[src/rtl/rcg_pkg.sv]
// Shared widths, codes, item types and reset values for the resource count governor.
package rcg_pkg;

    localparam int COUNT_BITS     = 16;
    localparam int CFG_FIELD_BITS = 16;
    localparam int VAL_BITS       = (COUNT_BITS > CFG_FIELD_BITS) ? COUNT_BITS : CFG_FIELD_BITS;
    localparam int ERR_BITS       = 16;
    localparam int TOTAL_BITS     = 32;
    localparam int CFG_DATA_BITS  = 32;
    localparam int CFG_INDEX_BITS = 3;

    // Opcodes of an input item
    localparam logic [1:0] OP_REPORT = 2'd0;
    localparam logic [1:0] OP_ADJUST = 2'd1;
    localparam logic [1:0] OP_TICK   = 2'd2;
    localparam logic [1:0] OP_QUERY  = 2'd3;

    // Result status codes
    localparam logic [2:0] ST_NONE         = 3'd0;
    localparam logic [2:0] ST_SUCCESS      = 3'd1;
    localparam logic [2:0] ST_NO_CHANGE    = 3'd2;
    localparam logic [2:0] ST_ERROR        = 3'd3;
    localparam logic [2:0] ST_INSUFFICIENT = 3'd4;

    // Strategy codes; unlisted codes behave as balanced
    localparam logic [2:0] STRAT_CONSERVATIVE = 3'd0;
    localparam logic [2:0] STRAT_BALANCED     = 3'd1;
    localparam logic [2:0] STRAT_AGGRESSIVE   = 3'd2;
    localparam logic [2:0] STRAT_ADAPTIVE     = 3'd3;

    // Mode codes
    localparam logic [1:0] MODE_MANUAL     = 2'd0;
    localparam logic [1:0] MODE_ON_DEMAND  = 2'd1;
    localparam logic [1:0] MODE_PERIODIC   = 2'd2;
    localparam logic [1:0] MODE_CONTINUOUS = 2'd3;

    // Register indexes
    localparam logic [CFG_INDEX_BITS-1:0] REG_MIN_COUNT       = 3'd0;
    localparam logic [CFG_INDEX_BITS-1:0] REG_MAX_COUNT       = 3'd1;
    localparam logic [CFG_INDEX_BITS-1:0] REG_OPTIMAL_COUNT   = 3'd2;
    localparam logic [CFG_INDEX_BITS-1:0] REG_ERR_LIMIT       = 3'd3;
    localparam logic [CFG_INDEX_BITS-1:0] REG_STRATEGY_SELECT = 3'd4;
    localparam logic [CFG_INDEX_BITS-1:0] REG_MODE_SELECT     = 3'd5;
    localparam logic [CFG_INDEX_BITS-1:0] REG_INTERVAL_MS     = 3'd6;
    localparam logic [CFG_INDEX_BITS-1:0] REG_AUTO_ENABLE     = 3'd7;

    // Register reset values
    localparam logic [CFG_FIELD_BITS-1:0] RST_MIN_COUNT       = 16'd5;
    localparam logic [CFG_FIELD_BITS-1:0] RST_MAX_COUNT       = 16'd0;
    localparam logic [CFG_FIELD_BITS-1:0] RST_OPTIMAL_COUNT   = 16'd0;
    localparam logic [ERR_BITS-1:0]       RST_ERR_LIMIT       = 16'd3277;
    localparam logic [2:0]                RST_STRATEGY_SELECT = STRAT_BALANCED;
    localparam logic [1:0]                RST_MODE_SELECT     = MODE_ON_DEMAND;
    localparam logic [TOTAL_BITS-1:0]     RST_INTERVAL_MS     = 32'd60000;
    localparam logic                      RST_AUTO_ENABLE     = 1'b0;

    typedef struct packed {
        logic [1:0]            opcode;
        logic [COUNT_BITS-1:0] active_count;
        logic [ERR_BITS-1:0]   err_sample;
        logic [COUNT_BITS-1:0] device_max;
        logic                  device_valid;
    } req_t;

    typedef struct packed {
        logic [2:0]            status;
        logic [COUNT_BITS-1:0] current_count;
        logic [COUNT_BITS-1:0] recommended_count;
        logic [COUNT_BITS-1:0] peak_count;
        logic [TOTAL_BITS-1:0] adjust_total;
        logic [TOTAL_BITS-1:0] fail_total;
        logic [ERR_BITS-1:0]   avg_error;
    } rsp_t;

    typedef struct packed {
        logic [CFG_FIELD_BITS-1:0] min_count;
        logic [CFG_FIELD_BITS-1:0] max_count;
        logic [CFG_FIELD_BITS-1:0] optimal_count;
        logic [ERR_BITS-1:0]       err_limit;
        logic [2:0]                strategy_select;
        logic [1:0]                mode_select;
        logic [TOTAL_BITS-1:0]     interval_ms;
        logic                      auto_enable;
    } cfg_t;

endpackage

[src/rtl/resource_count_governor.sv]
// Top level of the resource count governor: item holding stage, state, result register.
// An accepted item waits in the holding stage until the result register can take its result.
// Throughput: one item per cycle while not stalled; state and result load share one edge.
// An empty holding stage takes a new item while a finished result still waits on rsp_ready.
// Reset: asynchronous, active low; clears both stages, the state and the registers to defaults.
// Configuration writes take effect on the next cycle and are expected only while idle.
module resource_count_governor (
    input  logic                                  clk,
    input  logic                                  rst_n,
    input  logic                                  req_valid,
    output logic                                  req_ready,
    input  rcg_pkg::req_t                         req,
    output logic                                  rsp_valid,
    input  logic                                  rsp_ready,
    output rcg_pkg::rsp_t                         rsp,
    input  logic                                  cfg_we,
    input  logic [rcg_pkg::CFG_INDEX_BITS-1:0]    cfg_index,
    input  logic [rcg_pkg::CFG_DATA_BITS-1:0]     cfg_data
);
    import rcg_pkg::*;

    localparam int          SUM_BITS     = ERR_BITS + 4;
    localparam int          SMOOTH_SHIFT = SUM_BITS + 4;
    localparam int          RECIP_BITS   = SUM_BITS + 1;
    localparam logic [63:0] SMOOTH_R64   = ((64'd1 << SMOOTH_SHIFT) + 64'd9) / 64'd10;
    localparam logic [RECIP_BITS-1:0] SMOOTH_RECIP = SMOOTH_R64[RECIP_BITS-1:0];
    localparam int          TW           = COUNT_BITS + 4;

    cfg_t cfg;

    logic                   hold_valid_reg;
    req_t                   hold_reg;
    logic                   rsp_valid_reg;
    rsp_t                   rsp_reg;
    rsp_t                   rsp_next;
    logic                   advance;

    logic [COUNT_BITS-1:0]  cur_reg, cur_next;
    logic [COUNT_BITS-1:0]  last_reg, last_next;
    logic [ERR_BITS-1:0]    avg_reg, avg_next;
    logic [TOTAL_BITS-1:0]  elapsed_reg, elapsed_next;
    logic [COUNT_BITS-1:0]  peak_reg, peak_next;
    logic [TOTAL_BITS-1:0]  success_reg, success_next;
    logic [TOTAL_BITS-1:0]  failure_reg, failure_next;

    logic [SUM_BITS-1:0]    smooth_sum;
    logic [SUM_BITS+RECIP_BITS-1:0] smooth_prod;
    logic [ERR_BITS-1:0]    smooth_q;
    logic [COUNT_BITS-1:0]  rec_last;
    logic [ERR_BITS-1:0]    rec_avg;
    logic [COUNT_BITS-1:0]  rec;
    logic [COUNT_BITS-1:0]  rec_out;
    logic [2:0]             status_next;
    logic                   go;
    logic                   do_adjust;
    logic                   short_device;
    logic [TW-1:0]          act10, cur9;

    rcg_cfg u_cfg (
        .clk       (clk),
        .rst_n     (rst_n),
        .cfg_we    (cfg_we),
        .cfg_index (cfg_index),
        .cfg_data  (cfg_data),
        .cfg       (cfg)
    );

    // Handshake: the holding stage drains whenever the result register can take a result
    assign advance   = hold_valid_reg && (!rsp_valid_reg || rsp_ready);
    assign req_ready = !hold_valid_reg || advance;
    assign rsp_valid = rsp_valid_reg;
    assign rsp       = rsp_reg;

    // Smoothed error: floor((7*avg + 3*err) / 10) through a scaled reciprocal
    assign smooth_sum  = SUM_BITS'(avg_reg) * SUM_BITS'(7)
                       + SUM_BITS'(hold_reg.err_sample) * SUM_BITS'(3);
    assign smooth_prod = {{RECIP_BITS{1'b0}}, smooth_sum} * {{SUM_BITS{1'b0}}, SMOOTH_RECIP};
    assign smooth_q    = smooth_prod[SMOOTH_SHIFT +: ERR_BITS];

    // A report updates last active and the average before any adjustment sees them
    assign rec_last = (hold_reg.opcode == OP_REPORT) ? hold_reg.active_count : last_reg;
    assign rec_avg  = (hold_reg.opcode == OP_REPORT)
                    ? ((avg_reg == '0) ? hold_reg.err_sample : smooth_q)
                    : avg_reg;

    rcg_recommend u_recommend (
        .cfg          (cfg),
        .device_max   (hold_reg.device_max),
        .device_valid (hold_reg.device_valid),
        .cur          (cur_reg),
        .last         (rec_last),
        .avg          (rec_avg),
        .rec          (rec)
    );

    // Auto trigger on a usage report
    assign act10 = TW'(hold_reg.active_count) * TW'(10);
    assign cur9  = TW'(cur_reg) * TW'(9);

    always_comb
    begin
        go = 1'b0;
        if (cfg.auto_enable)
        begin
            unique case (cfg.mode_select)
                MODE_MANUAL:     go = 1'b0;
                MODE_ON_DEMAND:  go = (act10 > cur9)
                                   || (hold_reg.err_sample > cfg.err_limit);
                MODE_PERIODIC:   go = elapsed_reg >= cfg.interval_ms;
                MODE_CONTINUOUS: go = 1'b1;
                default:         go = 1'b0;
            endcase
        end
    end

    assign short_device = VAL_BITS'(hold_reg.device_max) < VAL_BITS'(cfg.min_count);

    // Item execution: state update and result
    always_comb
    begin
        cur_next     = cur_reg;
        last_next    = last_reg;
        avg_next     = avg_reg;
        elapsed_next = elapsed_reg;
        peak_next    = peak_reg;
        success_next = success_reg;
        failure_next = failure_reg;
        status_next  = ST_NONE;
        rec_out      = '0;
        do_adjust    = 1'b0;

        unique case (hold_reg.opcode)
            OP_REPORT:
            begin
                last_next = rec_last;
                avg_next  = rec_avg;
                do_adjust = go;
            end
            OP_ADJUST:
            begin
                do_adjust = 1'b1;
            end
            OP_TICK:
            begin
                if (elapsed_reg != '1)
                    elapsed_next = elapsed_reg + 1'b1;
            end
            OP_QUERY:
            begin
                rec_out = rec;
            end
            default:
            begin
                do_adjust = 1'b0;
            end
        endcase

        // Apply the recommendation
        if (do_adjust)
        begin
            rec_out = rec;
            priority if (rec == '0)
            begin
                failure_next = failure_reg + 1'b1;
                status_next  = ST_ERROR;
            end
            else if ((cur_reg != '0) && (rec == cur_reg))
            begin
                status_next = ST_NO_CHANGE;
            end
            else if (!hold_reg.device_valid)
            begin
                failure_next = failure_reg + 1'b1;
                status_next  = ST_ERROR;
            end
            else if ((rec > hold_reg.device_max) && short_device)
            begin
                failure_next = failure_reg + 1'b1;
                status_next  = ST_INSUFFICIENT;
            end
            else
            begin
                cur_next     = (rec > hold_reg.device_max) ? hold_reg.device_max : rec;
                peak_next    = (cur_next > peak_reg) ? cur_next : peak_reg;
                success_next = success_reg + 1'b1;
                elapsed_next = '0;
                status_next  = ST_SUCCESS;
            end
        end

        rsp_next.status            = status_next;
        rsp_next.current_count     = cur_next;
        rsp_next.recommended_count = rec_out;
        rsp_next.peak_count        = peak_next;
        rsp_next.adjust_total      = success_next;
        rsp_next.fail_total        = failure_next;
        rsp_next.avg_error         = avg_next;
    end

    // Holding stage
    always_ff @(posedge clk or negedge rst_n)
    begin
        if (!rst_n)
            hold_valid_reg <= 1'b0;
        else if (req_ready)
            hold_valid_reg <= req_valid;
    end

    always_ff @(posedge clk)
    begin
        if (req_valid && req_ready)
            hold_reg <= req;
    end

    // Result register
    always_ff @(posedge clk or negedge rst_n)
    begin
        if (!rst_n)
            rsp_valid_reg <= 1'b0;
        else if (advance)
            rsp_valid_reg <= 1'b1;
        else if (rsp_ready)
            rsp_valid_reg <= 1'b0;
    end

    always_ff @(posedge clk)
    begin
        if (advance)
            rsp_reg <= rsp_next;
    end

    // Governor state
    always_ff @(posedge clk or negedge rst_n)
    begin
        if (!rst_n)
        begin
            cur_reg     <= '0;
            last_reg    <= '0;
            avg_reg     <= '0;
            elapsed_reg <= '1;
            peak_reg    <= '0;
            success_reg <= '0;
            failure_reg <= '0;
        end
        else if (advance)
        begin
            cur_reg     <= cur_next;
            last_reg    <= last_next;
            avg_reg     <= avg_next;
            elapsed_reg <= elapsed_next;
            peak_reg    <= peak_next;
            success_reg <= success_next;
            failure_reg <= failure_next;
        end
    end

    // Peak never falls below the allocation reported with it
    a_peak_covers_current: assert property (@(posedge clk) disable iff (!rst_n)
        rsp_valid_reg |-> (rsp_reg.peak_count >= rsp_reg.current_count))
        else $error("peak count below current count");

    // Success total moves only on a successful adjustment
    a_success_tracks_status: assert property (@(posedge clk) disable iff (!rst_n)
        advance |=> (success_reg == $past(success_reg)
                     + TOTAL_BITS'($past(status_next) == ST_SUCCESS)))
        else $error("success total out of step with status");

    // A successful adjustment restarts the interval timer
    a_success_clears_elapsed: assert property (@(posedge clk) disable iff (!rst_n)
        (advance && (status_next == ST_SUCCESS)) |=> (elapsed_reg == '0))
        else $error("elapsed time not cleared on adjustment");

    // A held item is not lost or overwritten while the result side stalls
    a_hold_kept: assert property (@(posedge clk) disable iff (!rst_n)
        (hold_valid_reg && !advance) |=> (hold_valid_reg && $stable(hold_reg)))
        else $error("held item dropped while stalled");

endmodule

[src/rtl/rcg_cfg.sv]
// Configuration register file of the resource count governor.
module rcg_cfg (
    input  logic                                   clk,
    input  logic                                   rst_n,
    input  logic                                   cfg_we,
    input  logic [rcg_pkg::CFG_INDEX_BITS-1:0]     cfg_index,
    input  logic [rcg_pkg::CFG_DATA_BITS-1:0]      cfg_data,
    output rcg_pkg::cfg_t                          cfg
);
    import rcg_pkg::*;

    cfg_t cfg_reg;

    // Write the addressed register, truncated to its width
    always_ff @(posedge clk or negedge rst_n)
    begin
        if (!rst_n)
        begin
            cfg_reg.min_count       <= RST_MIN_COUNT;
            cfg_reg.max_count       <= RST_MAX_COUNT;
            cfg_reg.optimal_count   <= RST_OPTIMAL_COUNT;
            cfg_reg.err_limit       <= RST_ERR_LIMIT;
            cfg_reg.strategy_select <= RST_STRATEGY_SELECT;
            cfg_reg.mode_select     <= RST_MODE_SELECT;
            cfg_reg.interval_ms     <= RST_INTERVAL_MS;
            cfg_reg.auto_enable     <= RST_AUTO_ENABLE;
        end
        else if (cfg_we)
        begin
            unique case (cfg_index)
                REG_MIN_COUNT:       cfg_reg.min_count       <= cfg_data[CFG_FIELD_BITS-1:0];
                REG_MAX_COUNT:       cfg_reg.max_count       <= cfg_data[CFG_FIELD_BITS-1:0];
                REG_OPTIMAL_COUNT:   cfg_reg.optimal_count   <= cfg_data[CFG_FIELD_BITS-1:0];
                REG_ERR_LIMIT:       cfg_reg.err_limit       <= cfg_data[ERR_BITS-1:0];
                REG_STRATEGY_SELECT: cfg_reg.strategy_select <= cfg_data[2:0];
                REG_MODE_SELECT:     cfg_reg.mode_select     <= cfg_data[1:0];
                REG_INTERVAL_MS:     cfg_reg.interval_ms     <= cfg_data[TOTAL_BITS-1:0];
                REG_AUTO_ENABLE:     cfg_reg.auto_enable     <= cfg_data[0];
                default:             cfg_reg                 <= cfg_reg;
            endcase
        end
    end

    assign cfg = cfg_reg;

endmodule

[src/rtl/rcg_pct.sv]
// Exact floor(x * PERCENT / 100) by one multiplication with a scaled reciprocal.
module rcg_pct #(
    parameter int IN_BITS = 16,
    parameter int PERCENT = 85
) (
    input  logic [IN_BITS-1:0] x,
    output logic [IN_BITS:0]   q
);
    // x*PERCENT stays below 2^(IN_BITS+7); seven more bits of shift make the
    // rounded-up reciprocal of 100 exact over that whole range
    localparam int          SHIFT   = IN_BITS + 14;
    localparam int          PM_BITS = IN_BITS + 15;
    localparam logic [63:0] RECIP   = ((64'd1 << SHIFT) + 64'd99) / 64'd100;
    localparam logic [63:0] SCALE64 = RECIP * 64'(PERCENT);
    localparam logic [PM_BITS-1:0] SCALE = SCALE64[PM_BITS-1:0];

    logic [IN_BITS+PM_BITS-1:0] prod;

    // Multiply once, keep the integer part
    assign prod = {{PM_BITS{1'b0}}, x} * {{IN_BITS{1'b0}}, SCALE};
    assign q    = prod[SHIFT +: IN_BITS+1];

endmodule

[src/rtl/rcg_recommend.sv]
// Recommendation datapath: strategy selection, adaptive rules and final clamping.
module rcg_recommend (
    input  rcg_pkg::cfg_t                       cfg,
    input  logic [rcg_pkg::COUNT_BITS-1:0]      device_max,
    input  logic                                device_valid,
    input  logic [rcg_pkg::COUNT_BITS-1:0]      cur,
    input  logic [rcg_pkg::COUNT_BITS-1:0]      last,
    input  logic [rcg_pkg::ERR_BITS-1:0]        avg,
    output logic [rcg_pkg::COUNT_BITS-1:0]      rec
);
    import rcg_pkg::*;

    localparam int RW = VAL_BITS + 1;
    localparam int BW = COUNT_BITS + 7;
    localparam int EW = ERR_BITS + 4;

    logic [COUNT_BITS:0] p70_d, p85_d, p95_d, p115_c, p85_c, p90_c;
    logic [RW-1:0] dmax_w, min_w, max_w, opt_w, cur_w;
    logic [RW-1:0] bal_r, adapt_r, pick_r, lo_r, hi_r;
    logic [BW-1:0] last100, cur85;
    logic [EW-1:0] avg10, tol8, tol12;
    logic          below_min, err_low, err_high, busy, sparse;

    // Percentage shares of the device limit and of the current allocation
    rcg_pct #(.IN_BITS(COUNT_BITS), .PERCENT(70))  u_p70_d  (.x(device_max), .q(p70_d));
    rcg_pct #(.IN_BITS(COUNT_BITS), .PERCENT(85))  u_p85_d  (.x(device_max), .q(p85_d));
    rcg_pct #(.IN_BITS(COUNT_BITS), .PERCENT(95))  u_p95_d  (.x(device_max), .q(p95_d));
    rcg_pct #(.IN_BITS(COUNT_BITS), .PERCENT(115)) u_p115_c (.x(cur),        .q(p115_c));
    rcg_pct #(.IN_BITS(COUNT_BITS), .PERCENT(85))  u_p85_c  (.x(cur),        .q(p85_c));
    rcg_pct #(.IN_BITS(COUNT_BITS), .PERCENT(90))  u_p90_c  (.x(cur),        .q(p90_c));

    // Widen everything to one compare width
    assign dmax_w    = RW'(device_max);
    assign min_w     = RW'(cfg.min_count);
    assign max_w     = RW'(cfg.max_count);
    assign opt_w     = RW'(cfg.optimal_count);
    assign cur_w     = RW'(cur);
    assign below_min = dmax_w < min_w;

    // Ratio tests as cross-multiplications
    assign avg10    = EW'(avg) * EW'(10);
    assign tol8     = EW'(cfg.err_limit) << 3;
    assign tol12    = EW'(cfg.err_limit) * EW'(12);
    assign err_low  = avg10 < tol8;
    assign err_high = avg10 > tol12;
    assign last100  = BW'(last) * BW'(100);
    assign cur85    = BW'(cur) * BW'(85);
    assign busy     = last100 > cur85;
    assign sparse   = ((COUNT_BITS+1)'(last) << 1) < (COUNT_BITS+1)'(cur);

    // Balanced above the minimum: optimal count when set, else 85 percent of the device
    always_comb
    begin
        priority if (below_min)
            bal_r = dmax_w;
        else if (opt_w != '0)
            bal_r = (opt_w <= dmax_w) ? opt_w : dmax_w;
        else
            bal_r = (RW'(p85_d) > min_w) ? RW'(p85_d) : min_w;
    end

    // Adaptive: grow when busy and clean, shrink when sparse or noisy
    always_comb
    begin
        priority if (below_min)
            adapt_r = dmax_w;
        else if (cur_w == '0)
            adapt_r = bal_r;
        else if (busy && err_low)
            adapt_r = (RW'(p115_c) <= dmax_w) ? RW'(p115_c) : dmax_w;
        else if (sparse)
            adapt_r = (RW'(p85_c) > min_w) ? RW'(p85_c) : min_w;
        else if (err_high)
            adapt_r = (RW'(p90_c) > min_w) ? RW'(p90_c) : min_w;
        else
            adapt_r = cur_w;
    end

    // Pick the strategy
    always_comb
    begin
        priority if (cfg.strategy_select == STRAT_ADAPTIVE)
            pick_r = adapt_r;
        else if (below_min)
            pick_r = dmax_w;
        else if (cfg.strategy_select == STRAT_CONSERVATIVE)
            pick_r = (RW'(p70_d) > min_w) ? RW'(p70_d) : min_w;
        else if (cfg.strategy_select == STRAT_AGGRESSIVE)
            pick_r = (RW'(p95_d) > min_w) ? RW'(p95_d) : min_w;
        else
            pick_r = bal_r;
    end

    // Clamp to the minimum, then to a nonzero maximum; invalid device gives zero
    assign lo_r = (pick_r < min_w) ? min_w : pick_r;
    assign hi_r = ((max_w != '0) && (lo_r > max_w)) ? max_w : lo_r;
    assign rec  = device_valid ? hi_r[COUNT_BITS-1:0] : '0;

endmodule

[config.mk]
export PLATFORM = sky130hd
export DESIGN_NAME = resource_count_governor
export DESIGN_NICKNAME = d
export VERILOG_FILES = /design/src/rtl/rcg_pkg.sv /design/src/rtl/resource_count_governor.sv /design/src/rtl/rcg_cfg.sv /design/src/rtl/rcg_pct.sv /design/src/rtl/rcg_recommend.sv
export SDC_FILE = /design/constraint.sdc
export NUM_CORES = 2
export LEC_CHECK = 0
export BUFFER_PORTS_ARGS = -buffer_cell sky130_fd_sc_hd__buf_4
export CORE_UTILIZATION = 45
export DETAILED_ROUTE_END_ITERATION = 8
export GPL_ROUTABILITY_DRIVEN = 1
export GPL_TIMING_DRIVEN = 0
export PLACE_DENSITY = 0.61
export SLEW_MARGIN = 0
export SYNTH_ARGS = -nofsm -noshare
export SYNTH_HDL_FRONTEND = slang
export SYNTH_SLANG_ARGS = --single-unit
[constraint.sdc]
create_clock -name clk -period 47.6 [get_ports clk]
set_input_delay 4.76 -clock clk [delete_from_list [all_inputs] [get_ports clk]]
set_output_delay 4.76 -clock clk [all_outputs]
set_load 0.01 [all_outputs]
# After elaboration in Yosys (flattened, before gate mapping)
# Index checks and enable logic that the tools add are counted.
# totals
ff_bits	446
latchBits	0
ram_bits	0
romBits	0
elab_cells	184
n_memories	0
# classes
add_sub_neg	4
multipliers	15
n_div	0
magnitude_cmp	20
n_eq_ne	17
shift	0
muxes	64
n_bitwise	2
reduce_logical	32
# op_table
cell	count
32-bit two-way mux	17
16-bit two-way mux	26
17-bit two-way mux	12
16-bit by 30-bit multiplier with 46-bit output (second input constant)	3
16-bit > comparator	8
32-bit by 1-bit adder with 32-bit output (second input constant)	3
16-bit by 29-bit multiplier with 45-bit output (second input constant)	2
16-bit by 3-bit multiplier with 19-bit output (second input constant)	3
16-bit by 31-bit multiplier with 47-bit output (second input constant)	1
20-bit > comparator	2
20-bit by 20-bit multiplier with 39-bit output (second input constant)	1
16-bit by 2-bit multiplier with 18-bit output (second input constant)	2
17-bit by 16-bit < comparator with 1-bit output	2
17-bit nonzero test	2
32-bit >= comparator	1
16-bit logical NOT	2
16-bit < comparator	2
32-bit != test (second input constant)	1
23-bit > comparator	1
16-bit by 7-bit multiplier with 23-bit output (second input constant)	1
16-bit by 5-bit multiplier with 21-bit output (second input constant)	1
19-bit by 18-bit adder with 20-bit output	1
20-bit by 19-bit < comparator with 1-bit output	1
16-bit by 4-bit multiplier with 20-bit output (second input constant)	1
25 further kinds	58

# Depth between registers and ports, before layout
# logic_depth
depth_word	28
ltp_mapped	138

# Hierarchy
# From an unflattened synthesis, not the netlist that was laid out.
# hier_totals
hier_cells	9221
area_unflattened_um2	87602.8
# modules_own_cells
module	instances	cells_per_inst	area_each_um2	seq_area_each_um2
resource_count_governor	1	2799	28753.8	9559.2
rcg_pct (u_recommend.u_p85_c ...)	2	830	7582.3	0.0
rcg_recommend	1	1740	13352.8	0.0
rcg_pct (u_recommend.u_p90_c)	1	752	7196.9	0.0
rcg_pct (u_recommend.u_p95_d)	1	767	7053.0	0.0
rcg_pct (u_recommend.u_p115_c)	1	673	6537.5	0.0
rcg_pct (u_recommend.u_p70_d)	1	605	5580.4	0.0
rcg_cfg	1	225	3963.8	2575.0

# Worst setup path before layout
# No wires, ideal clock.
# synth_timing
kind	register to register
startpoint	register hold_reg[18] (netlist name)
endpoint	register rsp_reg (netlist bit rsp[85]) (data pin)
t_arrival_ns	23.952
t_required_ns	47.338
path_slack_ns	23.386
stages_incl_launch_ff	129
n_path_buf	10
period_less_slack_ns	24.214
path_cell_list	edfxtp_1 -> fa_1 -> inv_1 -> fa_1 -> inv_1 -> fa_1 -> fa_1 -> a21o_1 -> a21oi_1 -> o21bai_1 -> a21oi_1 -> o21bai_1 -> a21oi_1 -> o21bai_1 -> a21oi_1 -> o21bai_1 -> a21oi_1 -> o21bai_1 -> [... 93 more ...] -> a21oi_1 -> clkbuf_1 -> mux2_2 -> ha_1 -> a21o_1 -> a21oi_1 -> nor2b_1 -> o21ai_0 -> nand2b_1 -> a21oi_1 -> o31ai_1 -> a21o_1 -> a21oi_1 -> a21oi_1 -> nand2b_1 -> buf_4 -> buf_6 -> mux2_1
# synth_via
elab_chain_len	28
word_cells_on_any_way	39
# synth_lines
item	line_no	rtl
start, declared	resource_count_governor.sv:32	req_t hold_reg;
start signal, assigned	resource_count_governor.sv:212	hold_reg <= req;
16-bit by 2-bit multiplier with 18-bit output	resource_count_governor.sv:76	+ SUM_BITS'(hold_reg.err_sample) * SUM_BITS'(3);
19-bit by 18-bit adder with 20-bit output	resource_count_governor.sv:76	
20-bit by 20-bit multiplier with 39-bit output	resource_count_governor.sv:77	assign smooth_prod = {{RECIP_BITS{1'b0}}, smooth_sum} * {{SUM_BITS{1'b0}}, SMOOTH_RECIP};
16-bit two-way mux (2 in a row)	resource_count_governor.sv:83	? ((avg_reg == '0) ? hold_reg.err_sample : smooth_q)
16-bit by 3-bit multiplier with 19-bit output	rcg_recommend.sv:41	assign avg10 = EW'(avg) * EW'(10);
20-bit > comparator	rcg_recommend.sv:45	assign err_high = avg10 > tol12;
17-bit two-way mux	rcg_recommend.sv:73	else if (err_high)
17-bit two-way mux	rcg_recommend.sv:71	else if (sparse)
[... 12 more ...]	n/a	
16-bit > comparator	resource_count_governor.sv:184	peak_next = (cur_next > peak_reg) ? cur_next : peak_reg;
16-bit two-way mux	resource_count_governor.sv:184	
16-bit two-way mux	resource_count_governor.sv:176	else if ((rec > hold_reg.device_max) && short_device)
16-bit two-way mux	resource_count_governor.sv:171	else if (!hold_reg.device_valid)
16-bit two-way mux	resource_count_governor.sv:167	else if ((cur_reg != '0) && (rec == cur_reg))
16-bit two-way mux	resource_count_governor.sv:162	priority if (rec == '0)
16-bit two-way mux (*)	resource_count_governor.sv:159	if (do_adjust)
via peak_next[5]	resource_count_governor.sv:42	logic [COUNT_BITS-1:0] peak_reg, peak_next;
end signal, assigned	resource_count_governor.sv:229	rsp_reg <= rsp_next;
end, declared	resource_count_governor.sv:34	rsp_t rsp_reg;
# The timed path passes the listed nets; every way through them passes the cells marked *.
# A chain may end at the register's enable or synchronous reset.

# Worst setup path in the final report
# layout_timing
startpoint	register hold_reg[18] (netlist name)
endpoint	register rsp_reg (netlist bit rsp[89]) (data pin)
# The elaborated chain is that of the path after synthesis.

==> metrics.txt <==
# TYPE chip_impl_metric gauge
chip_impl_metric{name="fin_crit",unit="ns"} 32.45
chip_impl_metric{name="grt_overflow_total",unit=""} 0
chip_impl_info{name="ys.flop_type",value="sky130_fd_sc_hd__dfrtp_1"} 1
chip_impl_info{name="cp-end-kind",value="register"} 1
chip_impl_metric{name="r2r_setup_slack",unit="ns"} 15.15
chip_impl_metric{name="fraction_of_post_synthesis_cell_area_in_the_top_cell_type_by_area",unit="%"} 23.9
chip_impl_info{name="cell_with_the_most_instances_after_synthesis",value="sky130_fd_sc_hd__inv_1"} 1
chip_impl_metric{name="synth_fp_nets",unit=""} 10900
chip_impl_metric{name="cts-root-to-sink-buffers",unit=""} 3
chip_impl_metric{name="setup-tns-final",unit="ns"} 0
chip_impl_metric{name="netlist_instances",unit=""} 8392
chip_impl_metric{name="largest_register_ff_count",unit=""} 131
chip_impl_metric{name="share_of_the_clock_period_used_by_the_worst_path_after_layout",unit="%"} 68.2
chip_impl_metric{name="first_global_vias",unit=""} 66100
chip_impl_metric{name="ys_seq_area_share",unit="%"} 15.1
chip_impl_metric{name="final_util",unit="%"} 49.2
chip_impl_info{name="worstSetupStartpointType",value="register"} 1
chip_impl_metric{name="detailedPlacementHpwl",unit="mm"} 243
chip_impl_metric{name="syn_area",unit="um^2"} 80200
chip_impl_metric{name="ctsHoldBuffers",unit=""} 0
chip_impl_metric{name="ctsHtreeMaxLevel",unit=""} 2
chip_impl_metric{name="drt_iter0_drc",unit=""} 5264
chip_impl_metric{name="synth_enable_flop_cells",unit=""} 182
chip_impl_metric{name="die_width",unit="um"} 424
chip_impl_metric{name="place_area",unit="um^2"} 85100
chip_impl_metric{name="finalWirelength",unit="mm"} 292
chip_impl_info{name="rsz_0062_raised_after_global_routing",value="no"} 1
chip_impl_metric{name="hold-worst-slack",unit="ns"} 0.484
chip_impl_metric{name="num_rows",unit=""} 154
chip_impl_metric{name="timing.fmax",unit="MHz"} 30.8
chip_impl_metric{name="path_max_fanout",unit=""} 10
chip_impl_metric{name="grt_max_degree",unit=""} 103
chip_impl_metric{name="fraction_of_synthesis_flops_using_an_asynchronous_set_or_reset_pin",unit="%"} 59.2
chip_impl_metric{name="cts_made_buffers",unit=""} 50
chip_impl_metric{name="final_routed_drc_violation_total",unit=""} 16
chip_impl_metric{name="track_usage",unit="%"} 32.4
chip_impl_info{name="crit_path_frequent_cell",value="sky130_fd_sc_hd__a21oi_1"} 1
chip_impl_metric{name="clock_sinks",unit=""} 446
chip_impl_metric{name="die_height",unit="um"} 424
chip_impl_info{name="r2r_end",value="rsp[89]"} 1
chip_impl_metric{name="global_route_wire_length_before_repair",unit="mm"} 431
chip_impl_info{name="clock_tree_from_tritoncts",value="done"} 1
chip_impl_metric{name="skew",unit="ns"} 0.0617
chip_impl_info{name="post_synth_most_frequent_cells",value="sky130_fd_sc_hd__inv_1, sky130_fd_sc_hd__ha_1, sky130_fd_sc_hd__fa_1"} 1
chip_impl_metric{name="drt-wirelength-per-cell",unit="um"} 26.4
chip_impl_info{name="critPathKind",value="register to register"} 1
chip_impl_metric{name="design.portCount",unit=""} 224
chip_impl_info{name="worst_hold_startpoint",value="success_reg[31]"} 1
chip_impl_metric{name="final.fill_count",unit=""} 16800
chip_impl_metric{name="finalMaxSlewViolations",unit=""} 38
chip_impl_metric{name="yosys.cell_types.count",unit=""} 103
chip_impl_metric{name="cp.required",unit="ns"} 47.99
chip_impl_info{name="cts.root.buffer_cell",value="sky130_fd_sc_hd__clkbuf_16"} 1
chip_impl_metric{name="tightest_slew",unit="ns"} 1.55
chip_impl_metric{name="ys_ff_latch",unit=""} 446
chip_impl_metric{name="drv.max_cap_violation_count",unit=""} 4
chip_impl_metric{name="clk_latency",unit="ns"} 0.69
chip_impl_metric{name="worst_path_largest_cell_delay",unit="ns"} 1.30
chip_impl_metric{name="reg2reg_depth",unit=""} 130
chip_impl_metric{name="layout_cells_sized_above_1",unit="%"} 7.20
chip_impl_metric{name="number_of_failing_hold_endpoints_at_the_final_stage",unit=""} 0
chip_impl_metric{name="place.port_buffers",unit=""} 221
chip_impl_metric{name="post_drt_via_cell_ratio",unit=""} 5.84
chip_impl_metric{name="mapped_avg_cell_area",unit="um^2"} 9.56
chip_impl_info{name="synth.top_cells.by_area",value="sky130_fd_sc_hd__ha_1, sky130_fd_sc_hd__fa_1, sky130_fd_sc_hd__inv_1"} 1
chip_impl_metric{name="worst_setup_hold_path_clk_slew",unit="ns"} 0.07
chip_impl_metric{name="count_of_nets_left_with_antenna_violations_after_detail_routing",unit=""} 0
chip_impl_metric{name="number_of_antenna_violations_at_the_first_check_in_global_routing",unit=""} 12
chip_impl_metric{name="total_nets_final",unit=""} 11200
chip_impl_info{name="r2r-start",value="hold_reg[18]"} 1
chip_impl_info{name="violations",value="DRC, capacitance limit, slew limit"} 1
chip_impl_info{name="synth_top_area_cell",value="sky130_fd_sc_hd__ha_1"} 1
chip_impl_info{name="timing.hold.worst_endpoint",value="success_reg[31]"} 1
chip_impl_metric{name="floorplan.initialDensity",unit="%"} 45.4
chip_impl_metric{name="max-slew-margin-rel",unit="%"} -4.46
chip_impl_metric{name="design.core.area",unit="um^2"} 176000
chip_impl_metric{name="design.die.area",unit="um^2"} 180000
chip_impl_info{name="timing.hold.worst.class",value="register to register"} 1
chip_impl_info{name="outcome",value="complete, but fails checks"} 1
chip_impl_metric{name="worst_hold_path.num_cells",unit=""} 1
chip_impl_metric{name="yosys_warnings",unit=""} 0
chip_impl_info{name="crit_path_top_delay_cell",value="sky130_fd_sc_hd__o31ai_1"} 1
chip_impl_metric{name="post_cts.repair.setup_buffers",unit=""} 0
chip_impl_metric{name="crit_arrival",unit="ns"} 32.84
chip_impl_metric{name="syn2layout_area_growth",unit="%"} 8.30
chip_impl_metric{name="gp_congestion",unit=""} 1.03
chip_impl_metric{name="detailroute.via_count",unit=""} 64700
chip_impl_metric{name="fin_area",unit="um^2"} 86900
chip_impl_metric{name="setup_viol",unit=""} 0
chip_impl_metric{name="dr.pass1.iters",unit=""} 9
chip_impl_metric{name="cts.repair.resized",unit=""} 0
## how the worst max path moves through the flow
stage	to	slack [ns]	depth (start not counted)	startpoint
after global routing	rsp[94]	13.59	134	hold_reg[18]
after floorplan	rsp[85]	23.39	128	hold_reg[18]
final	rsp[89]	15.15	130	hold_reg[18]
after detailed placement	rsp[89]	15.88	129	hold_reg[18]
after global placement	rsp[85]	15.40	125	hold_reg[18]
after CTS	rsp[89]	15.67	134	hold_reg[18]
## layout by cell type, fill, tap and decap left out, types with 23 or more instances in the layout
cell type / count
sky130_fd_sc_hd__clkbuf_1: 120
sky130_fd_sc_hd__a21o_1: 121
sky130_fd_sc_hd__and2_1: 32
sky130_fd_sc_hd__fa_1: 923
sky130_fd_sc_hd__nor2b_1: 60
sky130_fd_sc_hd__and4_1: 30
sky130_fd_sc_hd__dfrtp_1: 211
sky130_fd_sc_hd__mux2_2: 153
sky130_fd_sc_hd__edfxtp_1: 182
sky130_fd_sc_hd__o31ai_1: 31
sky130_fd_sc_hd__nor3_1: 160
sky130_fd_sc_hd__and3_1: 72
sky130_fd_sc_hd__mux2i_1: 53
sky130_fd_sc_hd__nand3_1: 146
sky130_fd_sc_hd__o21bai_1: 57
sky130_fd_sc_hd__a31oi_1: 37
sky130_fd_sc_hd__a2111oi_0: 29
sky130_fd_sc_hd__nor4_1: 72
sky130_fd_sc_hd__a211o_1: 27
sky130_fd_sc_hd__o21a_1: 65
sky130_fd_sc_hd__a211oi_1: 87
sky130_fd_sc_hd__nand2_1: 423
sky130_fd_sc_hd__xor2_1: 179
sky130_fd_sc_hd__clkbuf_16: 50
sky130_fd_sc_hd__nand4_1: 111
sky130_fd_sc_hd__nor2_1: 349
sky130_fd_sc_hd__o21ai_0: 337
sky130_fd_sc_hd__buf_4: 230
sky130_fd_sc_hd__a21oi_1: 437
sky130_fd_sc_hd__o211ai_1: 60
sky130_fd_sc_hd__dfstp_2: 50
sky130_fd_sc_hd__ha_1: 1529
sky130_fd_sc_hd__xnor2_1: 187
sky130_fd_sc_hd__inv_1: 1574
sky130_fd_sc_hd__a21boi_0: 23
sky130_fd_sc_hd__or2_2: 31
sky130_fd_sc_hd__buf_2: 24
sky130_fd_sc_hd__nand2b_1: 64
## cell families after synthesis
| family | count (synthesis) | synth area share (%) |
|---|---|---|
| AO/OA/AOI/OAI | 1549 | 12.6 |
| buffers and inverters | 1727 | 8.22 |
| XOR/XNOR | 369 | 4.08 |
| adder cells (fa/ha/maj) | 2452 | 46.9 |
| flip-flops | 446 | 15.1 |
| AND/OR/NAND/NOR | 1627 | 10.1 |
| multiplexers | 222 | 3.03 |
## per-layer routing
metal / up-vias / GRT usage, % / routed length [um]
met1: 32300 / 41.4 / 121000
met4: 4 / 15.6 / 16100
met2: 2330 / 53.5 / 137000
met3: 604 / 5.01 / 18000
li1: 29400 / - / -
met5: - / 0 / 20
## critical path: cells and delay by family, from the launching register on
family | cells | cell delay [ns]
buffers and inverters | 16 | 3.34
adder cells (fa/ha/maj) | 20 | 7.67
AND/OR/NAND/NOR | 26 | 4.08
multiplexers | 2 | 0.66
XOR/XNOR | 2 | 1.04
flip-flops | 1 | 0.50
AO/OA/AOI/OAI | 64 | 14.81
## per-stage QoR
| stage | cells | setup WS (ns) |
|---|---|---|
| finish | 11100 | 15.15 |
| global route | 11100 | 13.59 |
| CTS | 11100 | 15.67 |
| detailed placement | 11000 | 15.88 |
| global placement | 11000 | 15.40 |
| floorplan | 8392 | 23.39 |
## layout make-up
type / count / area, um^2 / area share [%]
Multi-Input combinational cell: 6219 / 61500 / 70.8
Clock inverter: 27 / 332 / 0.382
Sequential cell: 446 / 12100 / 14.0
Clock buffer: 66 / 1350 / 1.56
Timing Repair Buffer: 237 / 2010 / 2.31
Buffer: 152 / 686 / 0.789
Antenna cell: 8 / 20.0 / 0.0230
Inverter: 1575 / 5910 / 6.81
Tap cell: 2340 / 2930 / 3.37
Power is not shown: default switching activity piles up to over one toggle a cycle in this logic, so the estimate is an artifact.
